<file path="src/design/npa_pkg.sv">
// npa_pkg: shared constants and codes for the next-fit port allocator.
// Used by the allocator top level, its checkers and the testbench.
package npa_pkg;

  localparam int POOL_SIZE_DEF = 1024;
  localparam int WORD_BITS     = 32;

  localparam logic [15:0] RANGE_LOW_RST  = 16'd10000;
  localparam logic [15:0] RANGE_HIGH_RST = 16'd11023;

  localparam logic CFG_RANGE_LOW  = 1'b0;
  localparam logic CFG_RANGE_HIGH = 1'b1;

  localparam logic FUNC_ALLOC   = 1'b0;
  localparam logic FUNC_RELEASE = 1'b1;

  localparam logic [1:0] ST_GRANTED   = 2'd0;
  localparam logic [1:0] ST_EXHAUSTED = 2'd1;
  localparam logic [1:0] ST_RELEASED  = 2'd2;

endpackage

</file>
<file path="src/design/npa_ram.sv">
// npa_ram: generic single-write, single-read RAM with registered read data.
// No dependencies.
module npa_ram #(
  parameter int WIDTH = 32,
  parameter int DEPTH = 32
) (
  input  logic                                        clk,
  input  logic                                        we,
  input  logic [((DEPTH > 1) ? $clog2(DEPTH) : 1)-1:0] waddr,
  input  logic [WIDTH-1:0]                            wdata,
  input  logic                                        re,
  input  logic [((DEPTH > 1) ? $clog2(DEPTH) : 1)-1:0] raddr,
  output logic [WIDTH-1:0]                            rdata
);

  logic [WIDTH-1:0] mem [DEPTH];

  always_ff @(posedge clk) begin
    if (we) begin
      mem[waddr] <= wdata;
    end
    if (re) begin
      rdata <= mem[raddr];
    end
  end

endmodule

</file>
<file path="src/design/npa_word_search.sv">
// npa_word_search: finds the lowest free slot of one bitmap word inside an
// offset window [lo, hi). Depends on nothing but its parameters.
module npa_word_search #(
  parameter int WB    = 32,
  parameter int AW    = 5,
  parameter int OFF_W = 10
) (
  input  logic [WB-1:0]      word,
  input  logic [AW-1:0]      widx,
  input  logic [OFF_W:0]     lo,
  input  logic [OFF_W:0]     hi,
  output logic               found,
  output logic [$clog2(WB)-1:0] bit_idx
);

  localparam int BW = $clog2(WB);

  logic [WB-1:0] free;

  always_comb begin
    logic [OFF_W:0] off;
    for (int b = 0; b < WB; b++) begin
      off = {1'b0, widx, BW'(b)};
      free[b] = !word[b] && (off >= lo) && (off < hi);
    end
  end

  always_comb begin
    bit_idx = '0;
    for (int b = WB - 1; b >= 0; b--) begin
      if (free[b]) begin
        bit_idx = BW'(b);
      end
    end
  end

  assign found = |free;

endmodule

</file>
<file path="src/design/next_fit_port_allocator.sv">
// next_fit_port_allocator: top level; used-bitmap RAM, next-fit word scan and
// release read-modify-write. Depends on npa_pkg, npa_ram, npa_word_search.
//
//   channel  | direction | word contents
//   s_axis   | in        | tdata: release_port_number[15:0]; tuser: func
//   m_axis   | out       | tdata: granted_port[15:0]; tuser: status[1:0]
//   cfg      | in        | cfg_index 0 range_low, 1 range_high; cfg_wdata[15:0]
//
// Allocate: S_SCAN reads N bitmap words (1 .. pool/32 + 1, one per cycle),
// then S_ALLOC_WR and S_FINISH; when exhausted S_SCAN goes straight to S_FINISH,
// and an empty pool goes from S_IDLE to S_FINISH. Release inside the pool: read,
// write back, finish; outside, straight to finish. After reset a clearing pass
// zeroes the bitmap, one word per cycle; no word is accepted meanwhile.
// One word in flight; the next is accepted while a result waits on m_axis.
module next_fit_port_allocator #(
  parameter int POOL_SIZE = npa_pkg::POOL_SIZE_DEF
) (
  input  logic        clk,
  input  logic        rst,
  input  logic        s_axis_tvalid,
  output logic        s_axis_tready,
  input  logic [15:0] s_axis_tdata,   // release_port_number[15:0]
  input  logic        s_axis_tuser,   // func
  output logic        m_axis_tvalid,
  input  logic        m_axis_tready,
  output logic [15:0] m_axis_tdata,   // granted_port[15:0]
  output logic [1:0]  m_axis_tuser,   // status[1:0]
  input  logic        cfg_we,
  input  logic        cfg_index,
  input  logic [15:0] cfg_wdata
);
  import npa_pkg::*;

  localparam int WB     = (WORD_BITS < (2 ** $clog2(POOL_SIZE))) ?
                          WORD_BITS : (2 ** $clog2(POOL_SIZE));
  localparam int BW     = $clog2(WB);
  localparam int NWORDS = (POOL_SIZE + WB - 1) / WB;
  localparam int AW     = (NWORDS > 1) ? $clog2(NWORDS) : 1;
  localparam int OFF_W  = AW + BW;
  localparam int SZ_W   = OFF_W + 1;
  localparam logic [15:0] POOL_M1 = 16'(POOL_SIZE - 1);
  localparam logic [AW-1:0] LAST_WORD = AW'(NWORDS - 1);

  typedef enum logic [2:0] {
    S_CLEAR, S_IDLE, S_REL_RD, S_REL_WR, S_SCAN, S_ALLOC_WR, S_FINISH
  } state_t;

  state_t state;

  logic [15:0] range_low, range_high, search_start;

  logic [AW-1:0]     clr_addr;
  logic [SZ_W-1:0]   size_q;
  logic [OFF_W-1:0]  start_q;
  logic [OFF_W-1:0]  off_q;
  logic [WB-1:0]     wdata_q;
  logic              issuing, pend, iph, pph;
  logic [AW-1:0]     iw, pw;
  logic [1:0]        res_status;
  logic [15:0]       res_port;

  // pool size and start offset from the live registers
  logic [15:0] span, room, m1, m2, ss_rel, port_rel;
  logic        empty, start_in, port_in;
  logic [16:0] size17;

  always_comb begin
    span   = range_high - range_low;
    room   = ~range_low;
    m1     = (span < room) ? span : room;
    m2     = (m1 < POOL_M1) ? m1 : POOL_M1;
    empty  = range_high < range_low;
    size17 = {1'b0, m2} + 17'd1;
    ss_rel   = search_start - range_low;
    start_in = !empty && (search_start >= range_low) && ({1'b0, ss_rel} < size17);
    port_rel = s_axis_tdata - range_low;
    port_in  = !empty && (s_axis_tdata >= range_low) && ({1'b0, port_rel} < size17);
  end

  // scan window
  logic [SZ_W-1:0]  size_m1, start_m1;
  logic [AW-1:0]    last_a, last_b, iw_last;
  logic [SZ_W-1:0]  win_lo, win_hi;
  logic             found;
  logic [BW-1:0]    bit_idx;
  logic [WB-1:0]    rdata;

  always_comb begin
    size_m1  = size_q - SZ_W'(1);
    start_m1 = {1'b0, start_q} - SZ_W'(1);
    last_a   = size_m1[OFF_W-1:BW];
    last_b   = start_m1[OFF_W-1:BW];
    iw_last  = iph ? last_b : last_a;
    win_lo   = pph ? '0 : {1'b0, start_q};
    win_hi   = pph ? {1'b0, start_q} : size_q;
  end

  npa_word_search #(.WB(WB), .AW(AW), .OFF_W(OFF_W)) u_search (
    .word    (rdata),
    .widx    (pw),
    .lo      (win_lo),
    .hi      (win_hi),
    .found   (found),
    .bit_idx (bit_idx)
  );

  // bitmap RAM ports
  logic          ram_we, ram_re;
  logic [AW-1:0] ram_waddr, ram_raddr;
  logic [WB-1:0] ram_wdata;

  always_comb begin
    ram_we    = 1'b0;
    ram_waddr = off_q[OFF_W-1:BW];
    ram_wdata = wdata_q;
    ram_re    = 1'b0;
    ram_raddr = iw;
    case (state)
      S_CLEAR: begin
        ram_we    = 1'b1;
        ram_waddr = clr_addr;
        ram_wdata = '0;
      end
      S_REL_RD: begin
        ram_re    = 1'b1;
        ram_raddr = off_q[OFF_W-1:BW];
      end
      S_REL_WR: begin
        ram_we    = 1'b1;
        ram_wdata = rdata & ~(WB'(1) << off_q[BW-1:0]);
      end
      S_SCAN: begin
        ram_re = issuing;
      end
      S_ALLOC_WR: begin
        ram_we = 1'b1;
      end
      default: begin
      end
    endcase
  end

  npa_ram #(.WIDTH(WB), .DEPTH(NWORDS)) u_used_map (
    .clk   (clk),
    .we    (ram_we),
    .waddr (ram_waddr),
    .wdata (ram_wdata),
    .re    (ram_re),
    .raddr (ram_raddr),
    .rdata (rdata)
  );

  logic [SZ_W-1:0] next_off;
  assign next_off = {1'b0, off_q} + SZ_W'(1);

  assign s_axis_tready = (state == S_IDLE);

  always_ff @(posedge clk) begin
    if (rst) begin
      state         <= S_CLEAR;
      clr_addr      <= '0;
      range_low     <= RANGE_LOW_RST;
      range_high    <= RANGE_HIGH_RST;
      search_start  <= RANGE_LOW_RST;
      m_axis_tvalid <= 1'b0;
      issuing       <= 1'b0;
      pend          <= 1'b0;
    end else begin
      if (cfg_we) begin
        case (cfg_index)
          CFG_RANGE_LOW:  range_low  <= cfg_wdata;
          CFG_RANGE_HIGH: range_high <= cfg_wdata;
          default: begin
          end
        endcase
      end
      if (m_axis_tvalid && m_axis_tready) begin
        m_axis_tvalid <= 1'b0;
      end
      case (state)
        S_CLEAR: begin
          clr_addr <= clr_addr + AW'(1);
          if (clr_addr == LAST_WORD) begin
            state <= S_IDLE;
          end
        end
        S_IDLE: begin
          if (s_axis_tvalid) begin
            size_q  <= SZ_W'(size17);
            start_q <= start_in ? OFF_W'(ss_rel) : '0;
            off_q   <= OFF_W'(port_rel);
            if (s_axis_tuser == FUNC_RELEASE) begin
              res_status <= ST_RELEASED;
              res_port   <= s_axis_tdata;
              state      <= port_in ? S_REL_RD : S_FINISH;
            end else if (empty) begin
              res_status <= ST_EXHAUSTED;
              res_port   <= '0;
              state      <= S_FINISH;
            end else begin
              iw      <= start_in ? ss_rel[OFF_W-1:BW] : '0;
              iph     <= 1'b0;
              issuing <= 1'b1;
              pend    <= 1'b0;
              state   <= S_SCAN;
            end
          end
        end
        S_REL_RD: begin
          state <= S_REL_WR;
        end
        S_REL_WR: begin
          state <= S_FINISH;
        end
        S_SCAN: begin
          pend <= issuing;
          pw   <= iw;
          pph  <= iph;
          if (issuing) begin
            if (iw == iw_last) begin
              if (!iph && (start_q != '0)) begin
                iph <= 1'b1;
                iw  <= '0;
              end else begin
                issuing <= 1'b0;
              end
            end else begin
              iw <= iw + AW'(1);
            end
          end
          if (pend && found) begin
            off_q   <= {pw, bit_idx};
            wdata_q <= rdata | (WB'(1) << bit_idx);
            issuing <= 1'b0;
            pend    <= 1'b0;
            state   <= S_ALLOC_WR;
          end else if (pend && !issuing) begin
            res_status <= ST_EXHAUSTED;
            res_port   <= '0;
            pend       <= 1'b0;
            state      <= S_FINISH;
          end
        end
        S_ALLOC_WR: begin
          res_status   <= ST_GRANTED;
          res_port     <= range_low + 16'(off_q);
          search_start <= range_low + ((next_off == size_q) ? 16'd0 : 16'(next_off));
          state        <= S_FINISH;
        end
        S_FINISH: begin
          if (!m_axis_tvalid || m_axis_tready) begin
            m_axis_tvalid <= 1'b1;
            m_axis_tdata  <= res_port;
            m_axis_tuser  <= res_status;
            state         <= S_IDLE;
          end
        end
        default: begin
          state <= S_IDLE;
        end
      endcase
    end
  end

endmodule

</file>
<file path="config.mk">
export PLATFORM = sky130hd
export DESIGN_NAME = next_fit_port_allocator
export DESIGN_NICKNAME = d
export VERILOG_FILES = /design/src/design/npa_pkg.sv /design/src/design/npa_ram.sv /design/src/design/npa_word_search.sv /design/src/design/next_fit_port_allocator.sv
export SDC_FILE = /design/constraint.sdc
export NUM_CORES = 2
export LEC_CHECK = 0
export BUFFER_PORTS_ARGS = -buffer_cell sky130_fd_sc_hd__buf_2
export CAP_MARGIN = 40
export CORE_MARGIN = 2
export CORE_UTILIZATION = 55
export CTS_BUF_LIST = sky130_fd_sc_hd__clkbuf_4
export DETAILED_ROUTE_END_ITERATION = 7
export PLACE_DENSITY = 0.75
export SETUP_SLACK_MARGIN = 0.15
export SLEW_MARGIN = 10
export SYNTH_ARGS = -nofsm -noshare
export SYNTH_HDL_FRONTEND = slang
export SYNTH_HIERARCHICAL = 1
export SYNTH_SLANG_ARGS = --single-unit
</file>
<file path="constraint.sdc">
create_clock -name clk -period 15.6 [get_ports clk]
set_clock_uncertainty 0.1 [all_clocks]
set_input_delay 4.68 -clock clk [delete_from_list [all_inputs] [get_ports clk]]
set_output_delay 4.68 -clock clk [all_outputs]
set_load 0.05 [all_outputs]
</file>
Word level (Yosys, flattened, before mapping)
Memory sizes are Yosys's and may differ from the RTL's. A register that Yosys moved wholly into a read port is not among the register bits.
Index checks and enable logic that the tools add are counted.
{ "op_classes": {"n_mux": 98, "eq_ne": 23, "shift": 2, "addsub": 11, "n_reduce_logical": 128, "n_lt_le_gt_ge": 71, "n_bitwise": 6} }
{ "op_table": {"columns": ["cell", "count"], "rows": [
  ["< comparator 10 x 11 -> 1 bit", 32],
  ["greater-or-equal comparator 10 bit", 32],
  ["two-way mux 5 bit", 42],
  ["two-way mux 16 bit", 7],
  ["logical AND 1 bit", 72],
  ["one-hot mux 32 bit (2 select lines)", 1],
  ["left shift 1 x 5 -> 32 bit (first input constant)", 2],
  ["one-hot mux 16 bit (3 select lines)", 1],
  ["subtractor 16 bit", 3],
  ["zero test 1 bit", 36],
  ["< comparator 16 x 17 -> 1 bit", 2],
  ["AND 32 bit", 1],
  ["greater-or-equal comparator 16 bit", 2],
  ["< comparator 16 bit", 2],
  ["inverter 32 bit", 1],
  ["bitwise OR 32 bit", 1],
  ["OR reduction 32 bit", 1],
  ["two-way mux 10 bit", 3],
  ["two-way mux 11 bit", 2],
  ["inequality test 2 bit (second input constant)", 11],
  ["two-way mux 1 bit", 21],
  ["two-way mux 3 bit", 7],
  ["one-hot mux 10 bit (2 select lines)", 1],
  ["subtractor 10 x 1 -> 10 bit (second input constant)", 2],
  ["other kinds (34)", 54]
]} }
{ "totals": {"reg_bits": 170, "n_memories": 1, "ram_bits": 1024, "output_inout_bits": 20, "in_bits": 39} }
{ "mem_list": {"columns": ["memory", "words", "width", "rd", "rd_clocked_by_memory_dff", "write_ports", "line", "text"], "rows": [
  ["u_used_map.mem", 32, 32, 1, 1, 1, "npa_ram.sv:16", "logic [WIDTH-1:0] mem [DEPTH];"]
]} }

Logic depth before layout (Yosys ltp)
{ "depth": {"ltp_word": 38, "mapped_depth": 37, "ltp_nobuf": 33} }

By module
The synthesis kept the hierarchy.
{ "modules_own_cells": {"columns": ["module", "instances", "seq_area_each_um2", "area_per_inst_um2", "cells_each"], "rows": [
  ["npa_ram", 1, 31710.4, 40805.4, 2260],
  ["next_fit_port_allocator", 1, 4514.3, 12697.2, 1414],
  ["npa_word_search", 1, 0.0, 1939.4, 271]
]} }

Worst setup path after synthesis
No wires, ideal clock.
{ "synth_timing": {"kind": "input to register", "startpoint": "in s_axis_tdata[0]", "endpoint": "reg state[2]", "arrival_time_ps": 7902, "setup_ps": 119, "path_slack_ps": 7478, "path_stages": 21, "required_time_ps": 15381, "path_cell_list": "inv_1 -> ha_1 -> inv_1 -> fa_1 -> a21o_1 -> a21oi_1 -> nand2b_1 -> a21oi_1 -> o22a_1 -> a211oi_1 -> o21ai_0 -> a21o_1 -> a21oi_1 -> xnor2_1 -> ha_1 -> nor2b_1 -> o21ai_0 -> o2111ai_1 -> a21oi_1 -> o32a_1 -> o31ai_1"} }
{ "synth_between": {"elab_chain_len": 7} }
{ "synth_rtl": {"columns": ["item", "line", "text"], "rows": [
  ["from (decl)", "next_fit_port_allocator.sv:22", "input logic [15:0] s_axis_tdata,"],
  ["subtractor 16 bit / greater-or-equal comparator 16 bit (equally long branches)", "next_fit_port_allocator.sv:76, next_fit_port_allocator.sv:77", null],
  ["< comparator 16 x 17 -> 1 bit / logical AND 1 bit (equally long branches)", "next_fit_port_allocator.sv:77", "port_in = !empty && (s_axis_tdata >= range_low) && ({1'b0, port_rel} < size17);"],
  ["logical AND 1 bit *", "next_fit_port_allocator.sv:77", null],
  ["two-way mux 3 bit *", "next_fit_port_allocator.sv:195", "state <= port_in ? S_REL_RD : S_FINISH;"],
  ["two-way mux 3 bit *", "next_fit_port_allocator.sv:192", "if (s_axis_tuser == FUNC_RELEASE) begin"],
  ["two-way mux 3 bit *", "next_fit_port_allocator.sv:188", "if (s_axis_tvalid) begin"],
  ["one-hot mux 3 bit (6 select lines) *", "next_fit_port_allocator.sv:180", "case (state)"],
  ["to (signal assigned)", "next_fit_port_allocator.sv:195", null],
  ["to (decl)", "next_fit_port_allocator.sv:48", "state_t state;"]
]} }
Mark *: on every way between the ends. The rest lies on a longest branch, timed or not. The select of a mux whose other input is x is not followed.
A chain may end at the register's enable or synchronous reset.

Worst setup path after layout
{ "layout_timing": {"startpoint": "reg range_low[0]", "endpoint": "reg iw[4] (data pin)"} }
{ "layout_between": {"elab_chain_len": 13} }
{ "layout_rtl": {"columns": ["item", "line", "text"], "rows": [
  ["from (decl)", "next_fit_port_allocator.sv:50", "logic [15:0] range_low, range_high, search_start;"],
  ["from (signal assigned)", "next_fit_port_allocator.sv:171", "CFG_RANGE_LOW: range_low <= cfg_wdata;"],
  ["subtractor 16 bit / inverter 16 bit (equally long branches)", "next_fit_port_allocator.sv:68, next_fit_port_allocator.sv:69", null],
  ["< comparator 16 bit", "next_fit_port_allocator.sv:70", "m1 = (span < room) ? span : room;"],
  ["two-way mux 16 bit *", "next_fit_port_allocator.sv:70", null],
  ["< comparator 16 x 10 -> 1 bit", "next_fit_port_allocator.sv:71", "m2 = (m1 < POOL_M1) ? m1 : POOL_M1;"],
  ["two-way mux 16 bit *", "next_fit_port_allocator.sv:71", null],
  ["adder 16 x 1 -> 17 bit *", "next_fit_port_allocator.sv:73", "size17 = {1'b0, m2} + 17'd1;"],
  ["via size17[2]", "next_fit_port_allocator.sv:65", "logic [16:0] size17;"],
  ["< comparator 16 x 17 -> 1 bit *", "next_fit_port_allocator.sv:75", "start_in = !empty && (search_start >= range_low) && ({1'b0, ss_rel} < size17);"],
  ["logical AND 1 bit *", "next_fit_port_allocator.sv:75", null],
  ["two-way mux 5 bit *", "next_fit_port_allocator.sv:201", "iw <= start_in ? ss_rel[OFF_W-1:BW] : '0;"],
  ["two-way mux 5 bit *", "next_fit_port_allocator.sv:196", "end else if (empty) begin"],
  ["two-way mux 5 bit *", "next_fit_port_allocator.sv:192", null],
  ["two-way mux 5 bit *", "next_fit_port_allocator.sv:188", null],
  ["one-hot mux 5 bit (2 select lines) *", "next_fit_port_allocator.sv:180", null],
  ["to (signal assigned)", "next_fit_port_allocator.sv:201", null],
  ["to (signal assigned)", "next_fit_port_allocator.sv:228", "iw <= iw + AW'(1);"],
  ["to (decl)", "next_fit_port_allocator.sv:58", "logic [AW-1:0] iw, pw;"]
]} }
The timed path passes the listed nets; every way through them passes the cells marked *. The select of a mux whose other input is x is not followed.

==> flow_metrics.tcl <==
set metrics [dict create \
    status "complete, no violations" \
    dp.final_hpwl_mm 86.58 \
    insertion_delay_ns 1.21 \
    cellPowerDensity_nw_per_um2 135.7 \
    drv_cap 0 \
    die_area_sq_um 103400 \
    gr-max-usage-layer "met2" \
    viasPerCell 6.291 \
    r2r-start "range_low[0]" \
    grt_max_degree 122 \
    use_met3 0.05785 \
    post_cts_buffers 0 \
    leakage_nw 22.68 \
    fin_cells 5737 \
    final_antenna_net_count 0 \
    syn_area_per_cell_sq_um 14.05 \
    port_buffers 58 \
    cp.arrival_ns 9.49 \
    wl_per_cell_um 26.04 \
    grt_antenna_before_repair 4 \
    drtPass1Iterations 5 \
    start_util 0.5544 \
    ys_types 103 \
    path_clk_slew_ns 0.07 \
    timing.rr.end "iw[4]" \
    clock_path_buffers 4 \
    rsz0062_at_grt "false" \
    dpl.cell_count 5216 \
    drt_iter0_drc 4310 \
    cts_num_sinks 1226 \
    holdPathStages 0 \
    grt_pass1_wl_mm 219.4 \
    track_usage 0.2885 \
    final_nets 4419 \
    use_met1 0.4036 \
    crit_path_start_kind "register" \
    grt_pass1_vias 35100 \
    crit_type "register to register" \
    post_cts_resized 0 \
    startpoint "range_low[0]" \
    fin_crit_sh 0.5618 \
    slowest_delay_ns 0.69 \
    worstSetupEndpoint "iw[4]" \
    min_period_ns 8.764 \
    drv_slew 0 \
    vdd.ir_drop.worst_uv 127.2 \
    area_growth_pct 11.08 \
    synth_area_sq_um 55440 \
    hold_buffers 0 \
    cp.required_ns 16.33 \
    io_pins 59 \
    h-tree-depth 5 \
    slowest_stage "dfxtp_1" \
    r2r_cells 31 \
    ys_async_sr_fraction 0 \
    worst_pin_slew_ns 1.016 \
    seq_area_frac_synth 0.6534 \
    cts_tree "yes" \
    gr-total-overflow 0 \
    slew_headroom 0.3226 \
    worstHoldPathType "register to register" \
    drive_gt1_frac 0.1717 \
    rows 116 \
    drc 0 \
    fmax_mhz 114.1 \
    finalHoldViolCount 0 \
    fp.dieW_um 321.5 \
    num_vias 36090 \
    yosysWarnings 6 \
    met2_usage 0.4469 \
    synthTopCellsByArea "edfxtp_1, mux2i_1, ha_1" \
    setup_violations 0 \
    drt_wl_total_mm 149.4 \
    synth_area_leader_cell "edfxtp_1" \
    core_sq_um 100000 \
    finalSetupTns_ns 0 \
    reg2reg_slack_ns 6.84 \
    synth-seq-cells 1226 \
    cts_root_buf "clkbuf_4" \
    cts_buffers 321 \
    synth_top_area_frac 0.6321 \
    synth_edf_count 1167 \
    yosys_most_used_dff "edfxtp_1" \
    syn_inst 3945 \
    path_max_fanout 15 \
    place_congestion 0.9794 \
    cp-end-kind "register" \
    die_height_um 321.5 \
]
-- cell type report --
cell class | count | area (sq um)
diodes | 2 | 5.005
well taps | 1298 | 1624
inverters | 88 | 330.3
clock inverters | 70 | 420.4
multi-input cells | 2441 | 18180
repair buffers | 164 | 1436
flip-flops and latches | 1226 | 36220
clock buffers | 448 | 3363
fillers | 7429 | 38410
-- power by group --
part | total [mW] | internal, mW | switching, mW
Clock | 2.64 | 1.39 | 1.24
Combinational | 1.55 | 0.451 | 1.09
Sequential | 4.17 | 4.09 | 0.0801
-- cells in the final DEF, fill, tap and decap left out, types with 15 or more instances in the layout --
cell         n
a32o_1      33
dfxtp_1     59
nor2_1     107
nand3_1    136
buf_8       30
nand3b_1    21
inv_1       88
buf_4       62
ha_1       133
nand2b_1    15
a31oi_1     49
xor2_1      31
nand4_1     16
clkbuf_4   448
and2_1      17
o21ai_0     67
xnor2_1     56
a211oi_1    17
edfxtp_1  1167
and3_1      15
o21bai_1    29
nor2_4      34
nor3b_1     17
a21oi_1    213
a22oi_1     99
nand2_1    325
clkinv_1    49
buf_2       60
mux2_2      23
nor3_1      74
mux2i_1    522
a21o_1      50
a22o_1      67
nor2b_1     34
-- through the flow --
| step | area, sq um | setup WS [ns] | power (mW) | hold WS, ns | util |
|---|---|---|---|---|---|
| 2_1_floorplan | 55480 | 7.478 | 5.117 | 0.3003 | - |
| 3_3_place_gp | 57170 | 7.011 | 5.668 | 0.3006 | 0.5717 |
| 3_5_place_dp | 57790 | 6.931 | 5.763 | 0.3045 | 0.5779 |
| 4_1_cts | 61570 | 6.932 | 8.393 | 0.2998 | 0.6157 |
| 5_1_grt | 61590 | 6.351 | 8.695 | 0.2861 | 0.6159 |
| 6_report | 61590 | 6.836 | 8.360 | 0.2789 | 0.6159 |
-- cells by family (layout without fill, tap and decap cells) --
kind of cell / Yosys count / in the layout / share of synthesized area
AO/OA/AOI/OAI: 769 / 769 / 0.09785
XOR/XNOR: 87 / 87 / 0.01374
adder cells (fa/ha/maj): 139 / 139 / 0.03202
buffers and inverters: 289 / 770 / 0.02530
flip-flops: 1226 / 1226 / 0.6534
multiplexers: 546 / 546 / 0.09912
other: 2 / 15 / 0.0001355
AND/OR/NAND/NOR: 887 / 887 / 0.07845
-- synthesized netlist by cell type, types with 19 or more instances --
cell / instances
nor3_1: 76
nand3_1: 136
edfxtp_1: 1167
nand3b_1: 21
clkbuf_1: 102
xor2_1: 31
ha_1: 133
a21o_1: 50
a22oi_1: 99
buf_6: 19
nor2_1: 141
nand2_1: 326
inv_1: 88
a22o_1: 67
xnor2_1: 56
a21oi_1: 213
buf_4: 34
o21ai_0: 67
dfxtp_1: 59
a32o_1: 33
mux2_2: 24
nor2b_1: 35
a31oi_1: 49
buf_2: 32
mux2i_1: 522
o21bai_1: 29
-- sequential cells by signal, summed over array words and instances (netlist names), 2 cells and up --
signal and flops:
off_q 10, state 3, u_used_map/rdata 32, range_low 16
res_port 16, res_status 2, u_used_map/mem 1024, iw 5
m_axis_tuser 2, search_start 16, start_q 10, pw 5
size_q 11, wdata_q 32, m_axis_tdata 16, range_high 16
clr_addr 5
-- layer usage --
metal / vias to the layer above / wire length (um)
met5: - / 14
met4: 2 / 4999
met3: 332 / 15150
met2: 1959 / 68790
met1: 17760 / 60460
li1: 16050 / -
-- critical path: cells and delay by family, from the launching register on --
kind | cells | cell delay (ns)
AND/OR/NAND/NOR | 2 | 0.74
flip-flops | 1 | 0.69
XOR/XNOR | 2 | 0.45
buffers and inverters | 2 | 0.16
adder cells (fa/ha/maj) | 6 | 1.96
AO/OA/AOI/OAI | 19 | 4.27
-- worst min path at each step --
stage / startpoint / slack [ns] / endpoint
floorplan: res_port[0] / 0.30 / m_axis_tdata[0]
global placement: res_port[4] / 0.30 / m_axis_tdata[4]
detailed placement: res_port[10] / 0.30 / m_axis_tdata[10]
CTS: res_port[7] / 0.30 / m_axis_tdata[7]
global route: res_port[7] / 0.29 / m_axis_tdata[7]
finish: res_port[7] / 0.28 / m_axis_tdata[7]
Power figures use the tool's default switching activity.
